--- src/hdl/tunnel_replay_window_filter_top_macros.svh ---
// ----------------------------------------------------------------------------
// Replay window filter assertion macros
// Property wrappers used by the top level; empty when NO_ASSERTIONS is set.
// ----------------------------------------------------------------------------
`ifndef TUNNEL_REPLAY_WINDOW_FILTER_TOP_MACROS_SVH
`define TUNNEL_REPLAY_WINDOW_FILTER_TOP_MACROS_SVH

`ifndef NO_ASSERTIONS
// same-cycle implication
`define TRWF_CHK_NOW(lbl, ante, cons) \
    lbl: assert property (@(posedge i_clk) disable iff (!i_rst_n) (ante) |-> (cons)) \
        else $error("replay filter check failed");
// next-cycle implication
`define TRWF_CHK_NEXT(lbl, ante, cons) \
    lbl: assert property (@(posedge i_clk) disable iff (!i_rst_n) (ante) |=> (cons)) \
        else $error("replay filter check failed");
`else
`define TRWF_CHK_NOW(lbl, ante, cons)
`define TRWF_CHK_NEXT(lbl, ante, cons)
`endif

`endif

--- src/hdl/trwf_pkg.sv ---
// ----------------------------------------------------------------------------
// Replay window filter package
// Shared widths, codes, request types and controller/datapath interface.
// ----------------------------------------------------------------------------
`default_nettype none

package trwf_pkg;

    // default sizing
    localparam int unsigned PEER_COUNT_DEF   = 32;
    localparam int unsigned SEQ_SLOTS_DEF    = 1024;
    localparam int unsigned COUNTER_BITS_DEF = 32;

    // field widths
    localparam int unsigned TIME_W  = 32;
    localparam int unsigned SEQ_W   = 10;
    localparam int unsigned PEER_W  = 5;
    localparam int unsigned VERD_W  = 4;
    localparam int unsigned CNTO_W  = 32;
    localparam int unsigned CIDX_W  = 3;
    localparam int unsigned CDATA_W = 16;

    // register indexes
    localparam logic [CIDX_W-1:0] REG_RESET_INTERVAL = 3'd0;
    localparam logic [CIDX_W-1:0] REG_MAX_DELAY      = 3'd1;
    localparam logic [CIDX_W-1:0] REG_JUMP_LIMIT     = 3'd2;
    localparam logic [CIDX_W-1:0] REG_INVOLVE_LIMIT  = 3'd3;
    localparam logic [CIDX_W-1:0] REG_REPLAY_LIMIT   = 3'd4;

    // register reset values
    localparam logic [15:0] RST_RESET_INTERVAL = 16'd60;
    localparam logic [15:0] RST_MAX_DELAY      = 16'd10;
    localparam logic [7:0]  RST_JUMP_LIMIT     = 8'd3;
    localparam logic [7:0]  RST_INVOLVE_LIMIT  = 8'd3;
    localparam logic [7:0]  RST_REPLAY_LIMIT   = 8'd3;

    // verdict codes
    localparam logic [VERD_W-1:0] VERD_BAD            = 4'd0;
    localparam logic [VERD_W-1:0] VERD_DUP            = 4'd1;
    localparam logic [VERD_W-1:0] VERD_LATE           = 4'd2;
    localparam logic [VERD_W-1:0] VERD_JUMP_INVOLVE   = 4'd3;
    localparam logic [VERD_W-1:0] VERD_JUMP_LOG       = 4'd4;
    localparam logic [VERD_W-1:0] VERD_JUMP_EXCEED    = 4'd5;
    localparam logic [VERD_W-1:0] VERD_REPLAY_INVOLVE = 4'd6;
    localparam logic [VERD_W-1:0] VERD_REPLAY_LOG     = 4'd7;
    localparam logic [VERD_W-1:0] VERD_REPLAY_EXCEED  = 4'd8;
    localparam logic [VERD_W-1:0] VERD_PREV_SEC       = 4'd9;
    localparam logic [VERD_W-1:0] VERD_SAME_SEC       = 4'd10;
    localparam logic [VERD_W-1:0] VERD_NEXT_SEC       = 4'd11;
    localparam logic [VERD_W-1:0] VERD_RESYNC         = 4'd12;

    // bitmap work selected after classification
    localparam logic [1:0] PATH_DONE    = 2'd0;
    localparam logic [1:0] PATH_CHECK   = 2'd1;
    localparam logic [1:0] PATH_RESYNC  = 2'd2;
    localparam logic [1:0] PATH_ADVANCE = 2'd3;

    typedef struct packed {
        logic [TIME_W-1:0] packet_time;
        logic [SEQ_W-1:0]  packet_seq;
        logic [PEER_W-1:0] source_peer;
        logic [PEER_W-1:0] dest_peer;
    } t_in_req;

    typedef struct packed {
        logic [VERD_W-1:0] verdict;
        logic [CNTO_W-1:0] jump_count;
        logic [CNTO_W-1:0] replay_count;
        logic [CNTO_W-1:0] dup_count;
        logic [CNTO_W-1:0] late_count;
        logic [CNTO_W-1:0] involve_count;
    } t_out_req;

    // controller -> datapath
    typedef struct packed {
        logic load;
        logic fetch;
        logic step_t1;
        logic step_t2;
        logic step_t3;
        logic bm_check;
        logic clr_init;
        logic clr_step;
        logic bm_set;
        logic commit;
    } t_cmd;

    // datapath -> controller
    typedef struct packed {
        logic       bad;
        logic [1:0] path;
        logic       clr_last;
    } t_sts;

endpackage

`default_nettype wire

--- src/hdl/trwf_ctrl.sv ---
// ----------------------------------------------------------------------------
// Replay window filter controller
// Sequences fetch, classify, bitmap check/clear/set and write-back per request.
// ----------------------------------------------------------------------------
`default_nettype none

module trwf_ctrl (
    input  wire logic            i_clk,
    input  wire logic            i_rst_n,
    input  wire logic            i_in_valid,
    output logic                 o_in_stall,
    input  wire logic            i_out_stall,
    output logic                 o_out_valid,
    input  wire trwf_pkg::t_sts  i_sts,
    output trwf_pkg::t_cmd       o_cmd
);

    localparam logic [3:0] ST_INIT  = 4'd0;
    localparam logic [3:0] ST_IDLE  = 4'd1;
    localparam logic [3:0] ST_FETCH = 4'd2;
    localparam logic [3:0] ST_T1    = 4'd3;
    localparam logic [3:0] ST_T2    = 4'd4;
    localparam logic [3:0] ST_T3    = 4'd5;
    localparam logic [3:0] ST_BRD   = 4'd6;
    localparam logic [3:0] ST_BCK   = 4'd7;
    localparam logic [3:0] ST_CLR   = 4'd8;
    localparam logic [3:0] ST_SET   = 4'd9;
    localparam logic [3:0] ST_WB    = 4'd10;

    logic [3:0] r_state;
    logic [3:0] n_state;
    logic       r_out_valid;
    logic       n_out_valid;
    logic       out_free;
    logic       accept;

    assign out_free   = !r_out_valid || !i_out_stall;
    assign o_in_stall = (r_state != ST_IDLE);
    assign accept     = i_in_valid && (r_state == ST_IDLE);

    // next state and commands
    always_comb begin
        n_state = r_state;
        o_cmd   = '0;
        case (r_state)
            ST_INIT: begin
                o_cmd.clr_init = 1'b1;
                if (i_sts.clr_last) n_state = ST_IDLE;
            end
            ST_IDLE: begin
                o_cmd.load = accept;
                if (accept) n_state = ST_FETCH;
            end
            ST_FETCH: begin
                o_cmd.fetch = 1'b1;
                n_state = i_sts.bad ? ST_WB : ST_T1;
            end
            ST_T1: begin
                o_cmd.step_t1 = 1'b1;
                n_state = ST_T2;
            end
            ST_T2: begin
                o_cmd.step_t2 = 1'b1;
                n_state = ST_T3;
            end
            ST_T3: begin
                o_cmd.step_t3 = 1'b1;
                case (i_sts.path)
                    trwf_pkg::PATH_CHECK: n_state = ST_BRD;
                    trwf_pkg::PATH_RESYNC,
                    trwf_pkg::PATH_ADVANCE: n_state = ST_CLR;
                    default: n_state = ST_WB;
                endcase
            end
            ST_BRD: begin
                n_state = ST_BCK;
            end
            ST_BCK: begin
                o_cmd.bm_check = 1'b1;
                n_state = ST_WB;
            end
            ST_CLR: begin
                o_cmd.clr_step = 1'b1;
                if (i_sts.clr_last) n_state = ST_SET;
            end
            ST_SET: begin
                o_cmd.bm_set = 1'b1;
                n_state = ST_WB;
            end
            ST_WB: begin
                if (out_free) begin
                    o_cmd.commit = 1'b1;
                    n_state = ST_IDLE;
                end
            end
            default: n_state = ST_IDLE;
        endcase
    end

    // output valid: set by commit, cleared when taken
    always_comb begin
        n_out_valid = r_out_valid;
        if (o_cmd.commit) n_out_valid = 1'b1;
        else if (!i_out_stall) n_out_valid = 1'b0;
    end

    always_ff @(posedge i_clk) begin
        if (!i_rst_n) begin
            r_state     <= ST_INIT;
            r_out_valid <= 1'b0;
        end else begin
            r_state     <= n_state;
            r_out_valid <= n_out_valid;
        end
    end

    assign o_out_valid = r_out_valid;

endmodule

`default_nettype wire

--- config.mk ---
export PLATFORM = sky130hd
export DESIGN_NAME = trwf_ctrl
export DESIGN_NICKNAME = d
export VERILOG_FILES = /design/src/hdl/tunnel_replay_window_filter_top_macros.svh /design/src/hdl/trwf_pkg.sv /design/src/hdl/trwf_ctrl.sv
export SDC_FILE = /design/constraint.sdc
export NUM_CORES = 1
export LEC_CHECK = 0
export BUFFER_PORTS_ARGS = -buffer_cell sky130_fd_sc_hd__buf_2
export CORE_AREA = 2 2 39 41
export DETAILED_ROUTE_END_ITERATION = 10
export DIE_AREA = 0 0 41 43
export PLACE_DENSITY = 0.66
export SYNTH_ARGS = -nofsm -noshare
export SYNTH_HDL_FRONTEND = slang
export SYNTH_SLANG_ARGS = --single-unit
--- constraint.sdc ---
create_clock -name i_clk -period 1.7 [get_ports i_clk]
set_clock_uncertainty 0.1 [all_clocks]
set_input_delay 0.17 -clock i_clk [delete_from_list [all_inputs] [get_ports i_clk]]
set_output_delay 0.17 -clock i_clk [all_outputs]
set_load 0.05 [all_outputs]
==> reports/summary.json, run 1 <==
{
  "placed_cell_area": {"value": 548, "unit": "um^2"},
  "antenna-diode-count": {"value": 0},
  "synth-main-ff-cell": {"value": "dfxtp_1"},
  "tritoncts_clock_tree": {"value": "done"},
  "floorplan.io_pins": {"value": 20},
  "synthesis.nets": {"value": 66},
  "critical_path_data_arrival_time": {"value": 1.34, "unit": "ns"},
  "setup_violations": {"value": 0},
  "post-synth-top-count-cell": {"value": "nand2_1"},
  "power_leakage": {"value": 0.000261, "unit": "uW"},
  "synth.lib_cells_used.distinct": {"value": 29},
  "crit_required": {"value": 1.43, "unit": "ns"},
  "path_delay_family": {"value": "buffers and inverters"},
  "fin_crit": {"value": 1.61, "unit": "ns"},
  "drt-wirelength-per-cell": {"value": 10.2, "unit": "um"},
  "area.sequential": {"value": 105, "unit": "um^2"},
  "cellInternalPower": {"value": 265, "unit": "uW"},
  "synth_area_per_cell": {"value": 7.64, "unit": "um^2"},
  "report.power.total": {"value": 414, "unit": "uW"},
  "number_of_antenna_violations_at_the_first_check_in_global_routing": {"value": 0},
  "max-slew-margin-rel": {"value": 69.8, "unit": "%"},
  "report.final.slew_viol_count": {"value": 0},
  "grt_start_max_net_pins": {"value": 15},
  "max_cap_viol_count": {"value": 0},
  "synth.cells.most_frequent": {"value": "nand2_1 (7), a21oi_1 (5), dfxtp_1 (5), nor2_1 (5)"},
  "synth-edff-count": {"value": 0},
  "synth_top_cell_by_area": {"value": "dfxtp_1"},
  "port_buffers": {"value": 19},
  "tritoncts.num_buffers": {"value": 3},
  "core": {"value": 1380, "unit": "um^2"},
  "power_density_over_cell_area": {"value": 708, "unit": "nW/um^2"},
  "clock_sinks": {"value": 5},
  "comb_power_share": {"value": 34.7, "unit": "%"},
  "max_clock_freq": {"value": 623, "unit": "MHz"},
  "synthArstFlopShare": {"value": 0, "unit": "%"},
  "std_cell_rows": {"value": 14},
  "die_h": {"value": 43, "unit": "um"},
  "clockPowerShare": {"value": 31.2, "unit": "%"},
  "crit_path_end_kind": {"value": "output port"},
  "floorplan.die_area": {"value": 1760, "unit": "um^2"},
  "power.share.sequential": {"value": 34.1, "unit": "%"},
  "critPathLaunchType": {"value": "register"},
  "critical_path.max_stage_delay": {"value": 0.36, "unit": "ns"},
  "final_core_util": {"value": 42.2, "unit": "%"},
  "cts.reportedPaths.clkPinSlew": {"value": 0.04, "unit": "ns"},
  "synthTopCellsByArea": {"value": "dfxtp_1 (23%), buf_6 (7.6%), nand2_1 (5.9%), a21oi_1 (5.6%), nor3b_1 (5.1%)"},
  "initial_core_util": {"value": 32.0, "unit": "%"},
  "layout-drive-gt1-share": {"value": 52.6, "unit": "%"},
  "worst-path-max-fanout": {"value": 10},
  "drt_iter0_markers": {"value": 9},
  "multi_input_area": {"value": 307, "unit": "um^2"},
  "gr-total-overflow": {"value": 0},
  "p_sw": {"value": 149, "unit": "uW"},
  "drt_pre_antenna_iters": {"value": 4},
  "post_synth_inst_count": {"value": 58},
  "crit_path_cell_trace": {"value": "buf_4 -> nor2_4 -> nand3_2 -> a21oi_1 -> buf_4"},
  "hp-class": {"value": "in -> reg"},
  "via_count_of_the_first_global_routing_pass": {"value": 382},
  "design.final.nets": {"value": 87},
  "route.antenna.remaining_nets": {"value": 0},
  "worst_path_max_delay_cell": {"value": "dfxtp_2"},
  "timing_hold_violations_final": {"value": 0},
  "netlist.area_leader.share": {"value": 22.6, "unit": "%"},
  "clkLatencyLatePin": {"value": 0.23, "unit": "ns"},
  "hpwl": {"value": 766, "unit": "um"},
  "htreeDepth": {"value": 1},
  "synth_sequential_area_ratio": {"value": 22.6, "unit": "%"},
  "run_status": {"value": "complete, no violations"},
  "final.period_utilization": {"value": 94.4, "unit": "%"},
  "layout-area-overhead-vs-synth": {"value": 31.9, "unit": "%"},
  "fin_hold_ws": {"value": 0.115, "unit": "ns"},
  "worst_path_most_repeated_cell": {"value": "buf_4"},
  "rsz0062_at_grt": {"value": "false"},
  "place_congestion": {"value": 0.715},
  "num-fill-cells": {"value": 150},
  "yosys_warns": {"value": 0},
  "ys_ff_latch": {"value": 5},
  "worst_slew_pin_slew": {"value": 0.448, "unit": "ns"},
  "route.detailed.drc": {"value": 0},
  "hold_buffers_post_cts": {"value": 0},
  "vdd.ir_drop.worst": {"value": 0.342, "unit": "mV"},
  "avgViaCountPerCell": {"value": 5.01},
  "stdcell_area": {"value": 584, "unit": "um^2"},
  "grt_first_pass_wirelength": {"value": 1550, "unit": "um"},
  "dr_total_vias": {"value": 471},
  "clk_root_buffer_cell": {"value": "clkbuf_4"},
  "grt_usage": {"value": 12.8, "unit": "%"},
  "finalWirelength": {"value": 963, "unit": "um"},
  "power.switching_fraction": {"value": 35.9, "unit": "%"},
  "class_of_the_most_critical_setup_path": {"value": "reg -> out"},
  "timing.critical_path.buf_inv": {"value": 2},
  "die-width": {"value": 41, "unit": "um"},
  "cts.path.max_buffers": {"value": 2},
  "netlist_area": {"value": 443, "unit": "um^2"}
}
## per-stage QoR
| stage | worst slack [ns] | TNS [ns] | cells |
|---|---|---|---|
| after global placement | 0.204 | 0 | 90 |
| final | 0.0947 | 0 | 94 |
| after global routing | 0.0262 | 0 | 94 |
| after CTS | 0.0125 | 0 | 94 |
| after floorplan | -0.0758 | -0.0758 | 58 |
| after detailed placement | 0.180 | 0 | 90 |
## flip-flops by register name, indices dropped and copies added (netlist names)
register	flops
o_out_valid	1
r_state	4
## cell type report
cell class                      instances  area share, %
Multi-Input combinational cell         46           52.5
Timing Repair Buffer                   22           21.0
Sequential cell                         5           18.0
Clock buffer                            4           4.50
Tap cell                               16           3.43
Inverter                                1          0.642
## layout by cell type (no fill, tap or decap)
master	Yosys	final
a211oi_2	1	1
o311ai_1	1	1
nor2_4	1	1
nand2_1	7	7
nor3b_1	3	2
nor2b_1	2	2
o21ai_1	1	1
a2111oi_2	1	1
nor2_2	2	2
nand3_2	1	1
nor4_2	0	1
a31oi_1	1	1
and3_1	2	2
a21oi_1	5	5
clkbuf_4	0	3
inv_1	1	1
o22ai_1	1	1
nor2_1	5	5
o41ai_1	1	1
nand2b_2	1	1
a22oi_1	1	1
clkbuf_1	0	1
dfxtp_2	0	4
nand2b_1	2	2
nor3b_2	0	1
buf_2	1	17
nor3_2	0	2
buf_4	2	5
a21boi_0	1	1
dfxtp_1	5	1
o21ai_2	1	1
o21ai_0	2	2
## worst reg2reg max path, cell delays in order (launching register included)
cell and delay (ns):
dfxtp_2 0.36, buf_4 0.17, a2111oi_2 0.31, a21oi_1 0.12, a21oi_1 0.15, nor2b_1 0.05
## power groups by stage
stage	combinational (uW)	clock (uW)	sequential (uW)
6_report	144	129	141
5_1_grt	156	145	142
4_1_cts	142	136	140
3_5_place_dp	142	0	141
3_3_place_gp	140	0	141
2_1_floorplan	125	0	130
## logic make-up after synthesis
| kind of cell | Yosys count | synth area share [%] |
|---|---|---|
| compound gates | 17 | 27.4 |
| buf+inv | 7 | 13.0 |
| flops | 5 | 22.6 |
| simple gates | 29 | 37.0 |
## final timing paths
| kind | startpoint | endpoint | slack, ns | depth (start not counted) |
|---|---|---|---|---|
| worst min-delay path | i_rst_n | r_state[1] | 0.12 | 2 |
| worst min register to register | o_out_valid | o_out_valid | 0.42 | 2 |
| worst max register to register | r_state[0] | r_state[1] | 0.32 | 5 |
| worst max-delay path | r_state[0] | o_cmd[0] | 0.09 | 5 |
## timing repair
action | CTS | global route
setup buffers | 0 | 0
gates cloned | 0 | 0
gates resized for setup | 3 | 4
endpoints found under the setup margin | 7 | 5
## per-layer routing
metal	part of all wire [%]	track usage (%)	up-vias	routed length, um
met2	42	17.5	20	407
met5	0	0	-	0
met4	0	8.00	0	0
li1	-	-	248	-
met1	48	18.1	203	459
met3	10	1.57	0	96
No activity file was read; power rests on OpenSTA's default activity.
==> run 2: changes to the inputs <==
==> constraint.sdc (replaced) <==
create_clock -name i_clk -period 1.7 [get_ports i_clk]
set_clock_uncertainty 0.1 [all_clocks]
set_input_delay 0.34 -clock i_clk [delete_from_list [all_inputs] [get_ports i_clk]]
set_output_delay 0.34 -clock i_clk [all_outputs]
set_load 0.05 [all_outputs]
==> run 2 against run 1 <==
Core utilization up 5.9 points. Global-route usage up 0.70 points. Cell area up 14%. Worst hold slack improved by 0.17 ns. Highest routed layer unchanged.
==> reports/summary.json, run 2 (same netlist as run 1, synthesis figures left out) <==
{
  "worst-path-max-fanout": {"value": 10},
  "final_core_util": {"value": 48.1, "unit": "%"},
  "worst_path_max_delay_cell": {"value": "dfxtp_4"},
  "report.final.slew_viol_count": {"value": 0},
  "top_register": {"value": "r_state"},
  "cts.reportedPaths.clkPinSlew": {"value": 0.04, "unit": "ns"},
  "std_cell_rows": {"value": 14},
  "via_count_of_the_first_global_routing_pass": {"value": 405},
  "clock_sinks": {"value": 5},
  "worst_slack_at_placement": {"value": 0.138, "unit": "ns"},
  "layout-area-overhead-vs-synth": {"value": 50.3, "unit": "%"},
  "die_h": {"value": 43, "unit": "um"},
  "crit_path_end_kind": {"value": "output port"},
  "final.period_utilization": {"value": 97.0, "unit": "%"},
  "worst_r2r_startpoint": {"value": "r_state[3]"},
  "setup_violations": {"value": 0},
  "final_cell_mix": {"value": "buf_2 (12), buf_4 (11), nand2_1 (7), clkbuf_4 (7)"},
  "grt_start_max_net_pins": {"value": 12},
  "htreeDepth": {"value": 1},
  "max_cap_viol_count": {"value": 0},
  "fin_crit": {"value": 1.65, "unit": "ns"},
  "number_of_antenna_violations_at_the_first_check_in_global_routing": {"value": 0},
  "gr-total-overflow": {"value": 0},
  "antenna-diode-count": {"value": 0},
  "hp-class": {"value": "in -> reg"},
  "die-width": {"value": 41, "unit": "um"},
  "tritoncts_clock_tree": {"value": "done"},
  "crit_path_cell_trace": {"value": "nand2b_2 -> nor3b_2 -> buf_6"},
  "crit_required": {"value": 1.26, "unit": "ns"},
  "clkLatencyLatePin": {"value": 0.24, "unit": "ns"},
  "critPathLaunchType": {"value": "register"},
  "initial_core_util": {"value": 32.0, "unit": "%"},
  "floorplan.io_pins": {"value": 20},
  "avgViaCountPerCell": {"value": 4.70},
  "drt_pre_antenna_iters": {"value": 4},
  "clk_root_buffer_cell": {"value": "clkbuf_4"},
  "final_common_cell": {"value": "buf_2"},
  "largest_register_ff_count": {"value": 4},
  "floorplan.die_area": {"value": 1760, "unit": "um^2"},
  "max-slew-margin-rel": {"value": 73.6, "unit": "%"},
  "route.antenna.remaining_nets": {"value": 0},
  "power_leakage": {"value": 0.000295, "unit": "uW"},
  "route.detailed.drc": {"value": 0},
  "timing_hold_violations_final": {"value": 0},
  "dr_total_vias": {"value": 470},
  "class_of_the_most_critical_setup_path": {"value": "reg -> out"},
  "setup.worst_path.start": {"value": "r_state[2]"},
  "worst_slew_pin_slew": {"value": 0.391, "unit": "ns"},
  "cts.path.max_buffers": {"value": 2},
  "port_buffers": {"value": 19},
  "hpwl": {"value": 865, "unit": "um"},
  "finalWirelength": {"value": 1060, "unit": "um"},
  "place_congestion": {"value": 0.717},
  "critical_path_data_arrival_time": {"value": 1.21, "unit": "ns"},
  "grt_usage": {"value": 13.5, "unit": "%"},
  "drt-wirelength-per-cell": {"value": 10.6, "unit": "um"},
  "post-route-worst-setup-slack": {"value": 0.0510, "unit": "ns"},
  "critical_path.max_stage_delay": {"value": 0.38, "unit": "ns"},
  "core": {"value": 1380, "unit": "um^2"},
  "max_clock_freq": {"value": 606, "unit": "MHz"},
  "layout-drive-gt1-share": {"value": 58.3, "unit": "%"},
  "grt_first_pass_wirelength": {"value": 1640, "unit": "um"},
  "design.final.nets": {"value": 93},
  "run_status": {"value": "complete, no violations"},
  "drt_iter0_markers": {"value": 9},
  "vdd.ir_drop.worst": {"value": 0.366, "unit": "mV"},
  "hold_start": {"value": "i_rst_n"},
  "power_density_over_cell_area": {"value": 656, "unit": "nW/um^2"},
  "tritoncts.num_buffers": {"value": 3}
}
==> run 2: cell types whose count changed in the layout (fill, tap and decap cells not counted), moves of 2 or more <==
| cell | change |
|---|---|
| dfxtp_4 | +2 |
| dfxtp_2 | -2 |
| clkbuf_4 | +4 |
| buf_2 | -5 |
| buf_4 | +6 |
==> run 2: report_power, final <==
group	internal, uW	switching [uW]	total (uW)
Clock	88.5	45.2	134
Sequential	123	13.9	137
Combinational	66.6	99.2	166
Total	278	158	436
==> run 2: per-stage QoR <==
| step | area, um^2 | TNS (ns) | total power [uW] | hold WS [ns] | std cells |
|---|---|---|---|---|---|
| floorplan | 475 | -0.405 | 260 | 0.368 | 58 |
| global placement | 604 | 0 | 300 | 0.408 | 96 |
| detailed placement | 604 | 0 | 300 | 0.430 | 96 |
| CTS | 643 | 0 | 445 | 0.280 | 100 |
| global route | 666 | -0.00552 | 468 | 0.298 | 100 |
| finish | 666 | 0 | 436 | 0.288 | 100 |
==> run 2: layer usage <==
layer	track usage [%]	up-vias	share of wire (%)
met4	8.00	0	0
met1	19.4	196	51
met2	18.4	16	43
met5	0	-	0
li1	-	258	-
met3	1.57	0	6.4
==> run 2: path summary, 6_finish.rpt <==
kind / end / slack, ns / depth (start not counted)
worst min register to register: o_out_valid / 0.44 / 2
worst max register to register: r_state[1] / 0.32 / 5
worst max-delay path: o_cmd[1] / 0.05 / 3
worst min-delay path: r_state[0] / 0.29 / 3
==> run 2: worst max-delay path, delay by kind of cell (launching register included) <==
| family | cells | cell delay (ns) |
|---|---|---|
| and+or+nand+nor | 2 | 0.41 |
| DFF | 1 | 0.38 |
| buffers and inverters | 1 | 0.18 |
==> run 2: final cells by class <==
cell class                      instances  area, um^2
Tap cell                               16        20.0
Fill cell                             142         718
Clock buffer                            4        26.3
Timing Repair Buffer                   28         184
Inverter                                1        3.75
Sequential cell                         5         110
Multi-Input combinational cell         46         322
==> run 2: timing repair <==
item,4_1_cts,5_1_grt
gates resized for setup,7,8
hold buffers,0,0
setup endpoints to repair,11,9
buffers inserted,0,0
